File: src/arc_pkg.sv
package arc_pkg;

  localparam int SAMPLE_BITS      = 16;
  localparam int RECURRENCE_STEPS = 16;

  localparam int FRAC_BITS  = SAMPLE_BITS - 1;
  localparam int STEPS      = RECURRENCE_STEPS;
  localparam int FIELD_W    = 16;
  localparam int ROOT_W     = 31;
  localparam int ROOT_CELLS = ROOT_W;
  localparam int RAD_W      = ROOT_W + 1;
  localparam int SREM_W     = ROOT_W + 2;
  localparam int EX_W       = 30;
  localparam int K_W        = $clog2(FRAC_BITS + 1);
  localparam int NL_W       = K_W + STEPS;
  localparam int MAG_W      = NL_W + EX_W - (STEPS - 6);
  localparam int SH_W       = MAG_W - 30 + 1;
  localparam int FAR_SHIFT  = 40;

  localparam logic [30:0] LOG2E_Q30 = 31'd1549082005;
  localparam logic [30:0] ONE_Q30   = 31'h4000_0000;
  localparam logic [15:0] FULL_OUT  = 16'h8000;

  localparam logic [7:0] CFG_DEAD_ZONE   = 8'd0;
  localparam logic [7:0] CFG_FULL_SCALE  = 8'd1;
  localparam logic [7:0] CFG_CURVE_SHAPE = 8'd2;
  localparam logic [7:0] CFG_OUTPUT_GAIN = 8'd3;

  typedef enum logic [1:0] {
    CLS_ZERO,
    CLS_FULL,
    CLS_FRAC
  } cls_e;

  typedef struct packed {
    cls_e                  cls;
    logic [FIELD_W-1:0]    den;
    logic [FIELD_W-1:0]    drem;
    logic [FRAC_BITS-1:0]  quot;
    logic signed [3:0]     na;
    logic [EX_W-1:0]       ex;
    logic [K_W-1:0]        k;
    logic [ROOT_W-1:0]     m;
    logic [STEPS-1:0]      fr;
    logic [MAG_W-1:0]      mag;
    logic [STEPS-1:0]      dig;
    logic                  far;
    logic [5:0]            shamt;
    logic [RAD_W-1:0]      rad;
    logic [ROOT_W-1:0]     root;
    logic [SREM_W-1:0]     srem;
  } item_t;

  // shift that brings the top set bit of the quotient to bit 30
  function automatic logic [K_W-1:0] norm_shift(input logic [FRAC_BITS-1:0] b);
    logic [K_W-1:0] k;
    k = K_W'(FRAC_BITS);
    for (int i = 0; i < FRAC_BITS; i++) begin
      if (b[i]) begin
        k = K_W'(FRAC_BITS - i);
      end
    end
    return k;
  endfunction

endpackage

File: src/arc_div_cell.sv
module arc_div_cell (
  input  logic          clk_i,
  input  logic          rst_ni,
  input  logic          en_i,
  input  logic          valid_i,
  input  arc_pkg::item_t item_i,
  output logic          valid_o,
  output arc_pkg::item_t item_o
);
  import arc_pkg::*;

  logic             v_q;
  item_t            it_q, it_d;
  logic [FIELD_W:0] r2;
  logic             ge;

  // one quotient bit of the restoring divide
  always_comb begin
    r2   = {item_i.drem, 1'b0};
    ge   = r2 >= {1'b0, item_i.den};
    it_d = item_i;
    it_d.drem = ge ? FIELD_W'(r2 - {1'b0, item_i.den}) : r2[FIELD_W-1:0];
    it_d.quot = {item_i.quot[FRAC_BITS-2:0], ge};
  end

  always_ff @(posedge clk_i or negedge rst_ni) begin
    if (!rst_ni) begin
      v_q <= 1'b0;
    end else if (en_i) begin
      v_q <= valid_i;
    end
  end

  always_ff @(posedge clk_i) begin
    if (en_i) begin
      it_q <= it_d;
    end
  end

  assign valid_o = v_q;
  assign item_o  = it_q;

endmodule
File: config.mk
export PLATFORM = sky130hd
export DESIGN_NAME = arc_div_cell
export DESIGN_NICKNAME = d
export VERILOG_FILES = /design/src/arc_pkg.sv /design/src/arc_div_cell.sv
export SDC_FILE = /design/constraint.sdc
export NUM_CORES = 1
export LEC_CHECK = 0
export BUFFER_PORTS_ARGS = -buffer_cell sky130_fd_sc_hd__buf_4
export CORE_AREA = 4 4 226 228
export DETAILED_ROUTE_END_ITERATION = 8
export DIE_AREA = 0 0 230 232
export GPL_TIMING_DRIVEN = 0
export PLACE_DENSITY = 0.48
export SETUP_SLACK_MARGIN = 0.15
export SLEW_MARGIN = 20
export SYNTH_ARGS = -nofsm -noshare
export SYNTH_HDL_FRONTEND = slang
export SYNTH_SLANG_ARGS = --single-unit
File: constraint.sdc
create_clock -name clk_i -period 2.11 [get_ports clk_i]
set_input_delay 0.211 -clock clk_i [delete_from_list [all_inputs] [get_ports clk_i]]
set_output_delay 0.211 -clock clk_i [all_outputs]
set_load 0.03 [all_outputs]
==> results of run 1 <==
## flip-flops by register name, summed over array words and instances (netlist names)
register  count
item_o      293
valid_o       1
## metrics by stage
step	cells	power [mW]	setup TNS (ns)	hold slack (ns)
final	2066	16.7	0	0.0728
after global routing	2064	17.4	0	0.0819
after CTS	2062	17.0	0	0.0252
after detailed placement	1705	10.1	-6.20	-0.0116
after global placement	1702	10.1	-416.63	-0.0135
after floorplan	449	8.59	-0.457	-0.0846
## layout make-up
| class | count | area, um2 |
|---|---|---|
| Fill cell | 4574 | 29300 |
| Sequential cell | 294 | 8820 |
| Timing Repair Buffer | 887 | 7460 |
| Multi-Input combinational cell | 134 | 1160 |
| Clock buffer | 39 | 912 |
| Tap cell | 664 | 831 |
| Clock inverter | 24 | 283 |
| Inverter | 19 | 83.8 |
| Buffer | 2 | 31.3 |
| Antenna cell | 3 | 7.51 |
## critical path, cell delays in order
cell	delay [ns]
buf_4	0.08
inv_1	0.04
ha_2	0.39
and2_1	0.21
nand4_1	0.14
o311a_1	0.35
a21boi_4	0.25
buf_12	0.19
mux2_4	0.30
## cells by family (layout without fill, tap and decap cells)
family,after synthesis,in the layout,synth area share (%)
buffers and inverters,21,971,0.965
adder cells (fa/ha/maj),17,17,2.21
multiplexers,15,15,1.89
AND/OR/NAND/NOR,46,46,2.36
other,0,3,0
AO/OA/AOI/OAI,45,45,3.26
flip-flops,294,294,88.4
XOR/XNOR,11,11,0.965
## power breakdown
part | leakage, nW | switching [mW] | internal [mW] | total, mW
combinational | 4.69 | 1.80 | 1.50 | 3.30
clock | 0.578 | 2.44 | 3.86 | 6.30
sequential | 2.88 | 0.148 | 6.99 | 7.14
total | 8.15 | 4.39 | 12.4 | 16.7
## Yosys cell counts (2+ instances only)
master | n | area share [%]
o21bai_1 | 2 | 0.15
nand2_1 | 10 | 0.38
o21ai_0 | 7 | 0.35
nor3_1 | 3 | 0.15
o21a_1 | 3 | 0.23
inv_1 | 19 | 0.71
nand3_1 | 5 | 0.25
xor2_1 | 5 | 0.44
xnor2_1 | 6 | 0.53
ha_1 | 16 | 2.0
mux2_2 | 7 | 0.79
or3_1 | 3 | 0.19
nor2b_1 | 3 | 0.19
a21oi_1 | 11 | 0.55
nand2b_1 | 2 | 0.13
mux2i_1 | 2 | 0.20
and2_1 | 3 | 0.19
nor2_1 | 11 | 0.41
edfxtp_1 | 293 | 88
mux2_4 | 6 | 0.90
a211oi_1 | 3 | 0.23
o211ai_1 | 3 | 0.23
a21o_1 | 5 | 0.38
## per-layer routing
| layer | vias up | wire (um) | GRT usage [%] |
|---|---|---|---|
| met2 | 321 | 20200 | 24.9 |
| met4 | 6 | 1500 | 5.92 |
| met1 | 3761 | 14500 | 15.1 |
| met5 | - | 41 | 0 |
| li1 | 3626 | - | - |
| met3 | 73 | 2930 | 4.71 |
## timing repair
item                       4_1_cts  5_1_grt
setup endpoints to repair        6        9
buffers inserted                 2        1
hold endpoints to repair       292        0
hold buffers                   292        0
pin swaps                        1        1
gates resized for setup          1        3
## worst max path at each step
stage	start	end	slack (ns)	cells after the start
2_1_floorplan	item_i[283]	item_o[267]$_DFFE_PP_	-0.08	10
3_3_place_gp	en_i	valid_o$_DFFE_PN0P_	-1.49	2
3_5_place_dp	item_i[283]	item_o[268]$_DFFE_PP_	-0.52	11
4_1_cts	item_i[283]	item_o[268]$_DFFE_PP_	0.20	11
5_1_grt	item_i[278]	item_o[268]$_DFFE_PP_	0.16	10
6_report	item_i[281]	item_o[269]$_DFFE_PP_	0.20	9
==> results.md, run 1 <==
- Status: finished clean
- R2r startpoint: valid_o$_DFFE_PN0P_
- Final wirelength: a little under 40,000 um
- Num CTS Buffers: 35
- FF-to-FF setup slack: roughly 1.4 ns
- First-pass GRT wire length: ~56,000 um
- Layout cells sized above 1: 48.4%
- Max-slew violations: 0
- Min-delay src: item_i[259]
- CTS Sinks: 294
- Initial core utilization: between 20% and 30%
- Num rows: a little over 80
- Layout overhead on the synthesized area: 96.2%
- Reg2Reg Depth: 1
- DIE AREA: ~53,000 um2
- Mapped Cells: around 450
- CTS tree: built
- Pre-CTS setup slack: -0.516 ns
- Peak supply drop: about 0.48 mV
- WHS Endpoint: item_o[260]$_DFFE_PP_
- Synth Register Bits: a little under 300
- Tmin final: 1.91 ns
- H-tree Lvls: 2
- Min-Delay Path Class: in2reg
- GR Overflow Total: 0
- Final nets: 1,687
- Hold path depth: 3
- Highest clock rate: about 520 MHz
- RSZ-0062 raised after global routing: no
- Tot GR Track Use: 13.9%
- Gpl congestion: 0.794
- HPWL Detailed: roughly 29,000 um
- CP Capture Type: flop
- Leak pwr: between 8 and 9 nW
- Period utilization: around 90%
- Clk_skew: 0 ns
- Fin. Hold Viols: 0
- Std-Cell Core Area: ~50,000 um2
- Vias in the first global route: between 8,000 and 9,000
- Slew headroom: about three fifths
- Chip height: 232 um
- CTS root buf: clkbuf_16
- Setup slack after layout: 0.203 ns
- Largest net degree at the start of global routing: 103
- Fin area: roughly 20,000 um2
- Clock Path Buffers: 3
- Skew-Pair Late Insertion Delay: 0.53 ns
- Worst-path fanout max: 10
- Netlist cell types: 44
- R2r endpoint: valid_o$_DFFE_PN0P_
- Worst Tran Pin Value: 0.583 ns
- I/O Buffers: ~590
- Mapped cell area: approximately 10000 um2
- Via density: between 3 and 4
- Die width: ~230 um
- Main synth FF type: edfxtp_1
- Top Ports: 591
- Final setup viols: 0
- DRT iter0 DRCs: 370
- Warnings from Yosys: 0
- Initial antenna violation count: 6
- Commonest non-fill, non-tap cell in the layout: buf_4
- Final ANT Viol Nets: 0
- Most frequent cells in the layout: buf_4 (591), edfxtp_1 (293), dlygate4sd3_1 (292)
- First-pass DRT Iterations: 4
- Sequential share of the synthesized area: around nine tenths
- Synth async-reset ratio: 0.340%
- Fin util: between 40% and 50%
- CP arrival: around 2.2 ns
- Via count: 7,787
- WS Path Type: in2reg
- Worst EP required: 2.38 ns
- Synth Area per Inst: approximately 22 um2
- Reg clk slew, reported paths: approximately 0.06 ns
- Area after DPL: 15,400 um2
- EDFF count, synth: between 200 and 300
- Drt wl/cell: ~19 um
- Syn Nets: between 700 and 800
- Reported max-cap violation count: 0
- DRC viols: 0
- Pwr/cell area: approximately 850 nW/um2
- CP Launch Type: input pin
(Power assumes the default switching activity.)
==> run 2: changes to the inputs <==
==> constraint.sdc (replaced) <==
create_clock -name clk_i -period 2.11 [get_ports clk_i]
set_input_delay 0.1055 -clock clk_i [delete_from_list [all_inputs] [get_ports clk_i]]
set_output_delay 0.1055 -clock clk_i [all_outputs]
set_load 0.03 [all_outputs]
==> run 2 against run 1 <==
Via count up 0.24%. Die area unchanged. Sequential share of layout area grew 0.13 points. Clock-buffer cell count up 7. Worst setup slack improved by 0.0070 ns. Combinational power is essentially flat. Sequential power hardly changed. Global-route usage is 0.49 points lower. Power decreased by 2.3%. Register-to-register slack worse by 0.02 ns. Wire length down 2.7%. Clock skew is the same.
==> results.md, run 2 (synthesis results as in run 1) <==
- HPWL Detailed: 28,200 um (-1.9%)
- Largest net degree at the start of global routing: 101 (-1.9%)
- Num rows: 81 (unchanged)
- DRT iter0 DRCs: 262 (-29%)
- Highest clock rate: 526 MHz (+0.37%)
- Drt wl/cell: 18.4 um (-2.9%)
- CTS Sinks: 294 (unchanged)
- Max-slew violations: 0 (unchanged)
- Final non-filler cell total: 2,071 (+0.24%)
- Crit-path slowest cell: mux2_4
- Final hold slack: 0.0409 ns (-0.0319 ns)
- Peak supply drop: 0.401 mV (-17%)
- DIE AREA: 53,400 um2 (unchanged)
- Initial core utilization: 20.4% (unchanged)
- Worst Tran Pin Value: 0.595 ns (+0.0114 ns)
- Vias in the first global route: 8,406 (-1.6%)
- CTS tree: built
- Top Ports: 591 (unchanged)
- Filler Cell Count: 4,543 (-0.68%)
- GR Overflow Total: 0 (unchanged)
- Die width: 230 um (unchanged)
- Std-Cell Core Area: 48,800 um2 (unchanged)
- RSZ-0062 raised after global routing: no
- TNS Setup: 0 ns (unchanged)
- Via density: 3.77 (about the same)
- Final nets: 1,692 (+0.30%)
- CP Capture Type: flop
- DRC viols: 0 (unchanged)
- Met3 WL post-DR: 3280 um (+12%)
- Layout overhead on the synthesized area: 95.7%
- Chip height: 232 um (unchanged)
- Gpl congestion: 0.811 (+2.2%)
- Top sig layer: met5
- Skew-Pair Late Insertion Delay: 0.52 ns (about the same)
- Final setup viols: 0 (unchanged)
- Fin. Hold Viols: 0 (unchanged)
- Status: finished clean
- Met2 wire length: 19,900 um (-1.8%)
- Pre-CTS setup slack: -0.414 ns (+0.102 ns)
- Pwr/cell area: 837 nW/um2 (-2.0%)
- CP Launch Type: input pin
- CTS root buf: clkbuf_16
- Most frequent cells in the layout: buf_4 (594), dlygate4sd3_1 (293), edfxtp_1 (293)
- Commonest non-fill, non-tap cell in the layout: buf_4
- Leak pwr: 8.14 nW (-0.12%)
- Final wirelength: 38,100 um (-2.7%)
- Final ANT Viol Nets: 0 (unchanged)
- First-pass DRT Iterations: 5 (+1)
- WS Path Type: in2reg
- Num CTS Buffers: 36 (+2.9%)
- Period utilization: 90.0% (-0.33 points)
- Layout cells sized above 1: 48.4% (about the same)
- Max FFs per register: 293 (unchanged)
- Via count: 7,806 (+0.24%)
- Initial antenna violation count: 6 (unchanged)
- Reg clk slew, reported paths: 0.06 ns (about the same)
- CP max stage delay: 0.30 ns (-0.09 ns)
- Placed cell count: 1,705 (unchanged)
- I/O Buffers: 589 (unchanged)
- Reported max-cap violation count: 0 (unchanged)
- Worst-path fanout max: 10 (unchanged)
- CP arrival: 2.17 ns (about the same)
- Fin util: 40.0% (-0.12 points)
- Min-Delay Path Class: in2reg
- Setup slack after layout: 0.210 ns (+0.00698 ns)
- Worst path cell trace: buf_4 -> inv_12 -> ha_4 -> buf_6 -> nand4_4 -> or2_4 -> a31oi_4 -> o21bai_4 -> a21boi_4 -> buf_12 -> mux2_4
- M1 wire length: 13,600 um (-5.7%)
- H-tree Lvls: 2 (unchanged)
- Clk_skew: 0 ns (unchanged)
- Worst EP required: 2.38 ns (about the same)
- Clock Path Buffers: 3 (unchanged)
- Slew headroom: 60.3% (-0.76 points)
- Tot GR Track Use: 13.4% (-0.49 points)
- Tmin final: 1.90 ns (-0.00698 ns)
- First-pass GRT wire length: 53,900 um (-3.0%)
[run 2: changes by cell type in the layout (fill, tap and decap cells not counted), sizes merged]
| cell | previous run | this run |
|---|---|---|
| bufinv | 6 | 2 |
| clkinv | 14 | 12 |
| dlygate4sd3 | 292 | 293 |
| buf | 597 | 600 |
| clkbuf | 39 | 46 |
[run 2: cell type report]
type,instances,area [um2],area share [%]
Clock inverter,18,156,0.801
Antenna cell,3,7.51,0.0384
Multi-Input combinational cell,134,1140,5.86
Tap cell,664,831,4.25
Clock buffer,46,970,4.96
Sequential cell,294,8820,45.2
Timing Repair Buffer,891,7490,38.3
Buffer,2,31.3,0.160
Inverter,19,83.8,0.429
[run 2: path summary, 6_finish.rpt]
path	from	endpoint	slack [ns]	depth (start not counted)
worst max-delay path	item_i[283]	item_o[273]$_DFFE_PP_	0.21	11
worst min-delay path	en_i	item_o[98]$_DFFE_PP_	0.04	1
worst max register to register	valid_o$_DFFE_PN0P_	valid_o$_DFFE_PN0P_	1.35	1
worst min register to register	valid_o$_DFFE_PN0P_	valid_o$_DFFE_PN0P_	0.54	1
max in group asynchronous	rst_ni	valid_o$_DFFE_PN0P_	1.57	3
min in group asynchronous	rst_ni	valid_o$_DFFE_PN0P_	0.43	3
[run 2: stage by stage]
step / power, mW / cell area [um2]
after floorplan: 8.58 / 10100
after global placement: 10.1 / 15300
after detailed placement: 10.1 / 15400
after CTS: 16.7 / 19500
after global routing: 17.1 / 19500
final: 16.3 / 19500
[run 2: critical path, delay by kind of cell]
kind | cells | cell delay [ns]
fa+ha+maj | 1 | 0.25
buf+inv | 4 | 0.49
compound gates | 3 | 0.61
mux | 1 | 0.30
simple gates | 2 | 0.38
[run 2: routing by layer]
layer	vias to the layer above	global-route usage, %
li1	3646	-
met1	3753	14.3
met2	331	24.2
met3	70	5.10
met4	6	4.93
met5	-	0.551
[run 2: report_power, final]
group | switching, mW | internal, mW | total, mW
logic | 1.78 | 1.51 | 3.29
clock network | 2.40 | 3.51 | 5.91
registers | 0.156 | 6.99 | 7.15
[run 2: timing repair]
item	in CTS	in global routing
endpoints found under the setup margin	0	6
resized for setup	0	2
setup buffers	0	6
hold buffers	293	0
endpoints found under the hold margin	293	0
==> run 3: changes to the inputs <==
PLACE_DENSITY = 0.49   (was 0.48)
clock period = 1.6 ns   (was 2.11 ns; I/O delays follow)
==> run 3 against run 2 <==
The flow now finishes with violations (negative setup slack). Sequential power grew 32%. Register-to-register slack worse by 0.50 ns. Clock-buffer cell count did not move. Worst setup slack lost 0.27 ns. Final cell count up 1.1%. Clock power rose by 42%. Via count increased by 3.0%. Final area is 2.6% higher. Utilization rose by 1.0 points. Clock skew stayed put. Non-clock buffer count grew 18. First-iteration DRC count grew 48%.
==> results.md, run 3 (synthesis results as in run 1) <==
- WS Path Type: in2reg
- Worst Tran Pin Value: 0.516 ns (-0.0788 ns)
- Skew-Pair Late Insertion Delay: 0.53 ns (about the same)
- R2r endpoint: valid_o$_DFFE_PN0P_
- CTS Sinks: 294 (unchanged)
- CP arrival: 1.93 ns (-0.24 ns)
- Met2 Usage GRT: 24.5% (+0.27 points)
- Slew headroom: 65.6% (+5.3 points)
- CTS tree: built
- Reg clk slew, reported paths: 0.05 ns (about the same)
- First-pass DRT Iterations: 4 (-1)
- CP Launch Type: input pin
- Clk pwr share: 37.6% (+1.5 points)
- Cell mode on critical path: buf_12
- Vias in the first global route: 8,694 (+3.4%)
- H-tree Lvls: 2 (unchanged)
- Net switching power figure: 5.94 mW (+37%)
- Chip height: 232 um (unchanged)
- Num rows: 81 (unchanged)
- Num CTS Buffers: 37 (+2.8%)
- Peak supply drop: 0.689 mV (+72%)
- Min-Delay Path Class: in2reg
- Cell Int Power: 16.4 mW (+37%)
- Min-delay src: item_i[276]
- Period utilization: 104%
- Std-Cell Core Area: 48,800 um2 (unchanged)
- Fin. Hold Viols: 0 (unchanged)
- Setup slack after layout: -0.0612 ns (-0.272 ns)
- Reported max-cap violation count: 0 (unchanged)
- Switching Fraction: 26.5% (about the same)
- Max-slew violations: 0 (unchanged)
- Max FFs per register: 293 (unchanged)
- FF-to-FF setup slack: 0.85 ns (-0.50 ns)
- WHS Endpoint: item_o[260]$_DFFE_PP_
- Clock Path Buffers: 3 (unchanged)
- Pwr/cell area: 1120 nW/um2 (+33%)
- Hold path depth: 3 (+2)
- Via count: 8,039 (+3.0%)
- GR Overflow Total: 0 (unchanged)
- TNS Setup: -0.480 ns (-0.480 ns)
- Via density: 3.84 (+1.9%)
- Gpl congestion: 0.778 (-4.1%)
- First-pass GRT wire length: 55,700 um (+3.4%)
- Final ANT Viol Nets: 0 (unchanged)
- I/O Buffers: 589 (unchanged)
- Worst EP required: 1.87 ns (-0.51 ns)
- GR met1 Demand/Resource: 15.0% (+0.73 points)
- Logic pwr share: 20.3% (+0.2 points)
- Die width: 230 um (unchanged)
- RSZ-0062 raised after global routing: yes
- CTS root buf: clkbuf_16
- Fin util: 41.0% (+1.0 points)
- Final setup viols: 12 (+12)
- Worst-path fanout max: 8 (-2)
- HPWL Detailed: 28,300 um (+0.39%)
- Drt wl/cell: 19.0 um (+3.4%)
- DIE AREA: 53,400 um2 (unchanged)
- Crit path buf inv count: 4 (unchanged)
- DRC viols: 0 (unchanged)
- CP delay by family, top: compound AO/OA/AOI/OAI gates
- Reg2Reg Depth: 1 (unchanged)
- Tot GR Track Use: 13.9% (+0.43 points)
- Leak pwr: 8.32 nW (+2.3%)
- Status: complete, but fails checks
- Layout cells sized above 1: 50.4% (+2.0 points)
- Met3 GRT Util: 5.15% (+0.049 points)
- CP max stage delay: 0.30 ns (about the same)
- Failing checks: negative setup slack
- Initial core utilization: 20.4% (unchanged)
- Seq pwr share: 42.1% (-1.6 points)
- Top Ports: 591 (unchanged)
- Final nets: 1,711 (+1.1%)
- Initial antenna violation count: 8 (+2)
- Most frequent cells in the layout: buf_4 (600), dlygate4sd3_1 (296), edfxtp_1 (293)
- Clk_skew: 0 ns (unchanged)
- Worst path cell trace: buf_12 -> inv_12 -> ha_4 -> buf_6 -> nand4_4 -> or2_4 -> a31oi_4 -> o21bai_4 -> a21boi_4 -> buf_12 -> mux2_4
- Commonest non-fill, non-tap cell in the layout: buf_4
- Crit-path slowest cell: mux2_4
- CP Capture Type: flop
- Highest clock rate: between 600 and 700 MHz
- Tmin final: 1.66 ns
- R2r startpoint: valid_o$_DFFE_PN0P_
- Layout overhead on the synthesized area: 101%
- DRT iter0 DRCs: 387 (+48%)
- GR peak layer: met2
- Largest net degree at the start of global routing: 92 (-8.9%)
- Final wirelength: 39,800 um (+4.5%)
==> run 3: cell count changes in the layout (fill, tap and decap cells not counted), sizes merged <==
cell         before  now
buf             600  615
bufinv            2    4
clkinv           12   13
diode             3    5
dlygate4sd3     293  296
==> run 3: stage by stage <==
stage	power [mW]	instances	cell area, um2	hold slack [ns]	setup slack [ns]
final	22.4	2094	20000	0.0726	-0.0612
after global routing	23.3	2093	20000	0.0463	-0.0714
after CTS	22.7	2077	19800	-0.0335	-0.0225
after detailed placement	13.3	1705	15400	-0.143	-0.941
after global placement	13.3	1702	15300	-0.145	-1.89
after floorplan	11.3	449	10100	-0.216	-0.455
==> run 3: worst max-delay path by stage <==
stage	startpoint	end	depth (start not counted)
after floorplan	item_i[283]	item_o[267]$_DFFE_PP_	10
after global placement	en_i	valid_o$_DFFE_PN0P_	2
after detailed placement	item_i[278]	item_o[273]$_DFFE_PP_	10
after CTS	item_i[283]	item_o[269]$_DFFE_PP_	11
after global routing	item_i[283]	item_o[269]$_DFFE_PP_	11
final	item_i[283]	item_o[269]$_DFFE_PP_	11
==> run 3: per-layer routing <==
metal  wire, um  part of all wire, %
met1      14400                   36
met2      20000                   50
met3       3530                  8.9
met4       1840                  4.6
met5         53                 0.13
==> run 3: power groups by stage <==
| stage | combinational (mW) | sequential, mW | clock (mW) |
|---|---|---|---|
| 3_3_place_gp | 3.72 | 9.58 | 0 |
| 5_1_grt | 4.76 | 9.47 | 9.08 |
| 3_5_place_dp | 3.75 | 9.56 | 0 |
| 6_report | 4.55 | 9.41 | 8.41 |
| 4_1_cts | 4.51 | 9.41 | 8.73 |
| 2_1_floorplan | 0.458 | 10.9 | 0 |
==> run 3: final cells by class <==
type	instances	area (um2)
Clock buffer	46	1000
Sequential cell	294	8820
Buffer	2	31.3
Multi-Input combinational cell	134	1340
Antenna cell	5	12.5
Fill cell	4483	28800
Tap cell	664	831
Clock inverter	21	213
Inverter	19	88.8
Timing Repair Buffer	909	7700
==> run 3: what timing repair did <==
action,CTS,global route
hold buffers,293,5
setup buffers,12,7
endpoints found under the hold margin,350,27
setup endpoints to repair,16,15
pin swaps,18,14
resized for setup,33,16
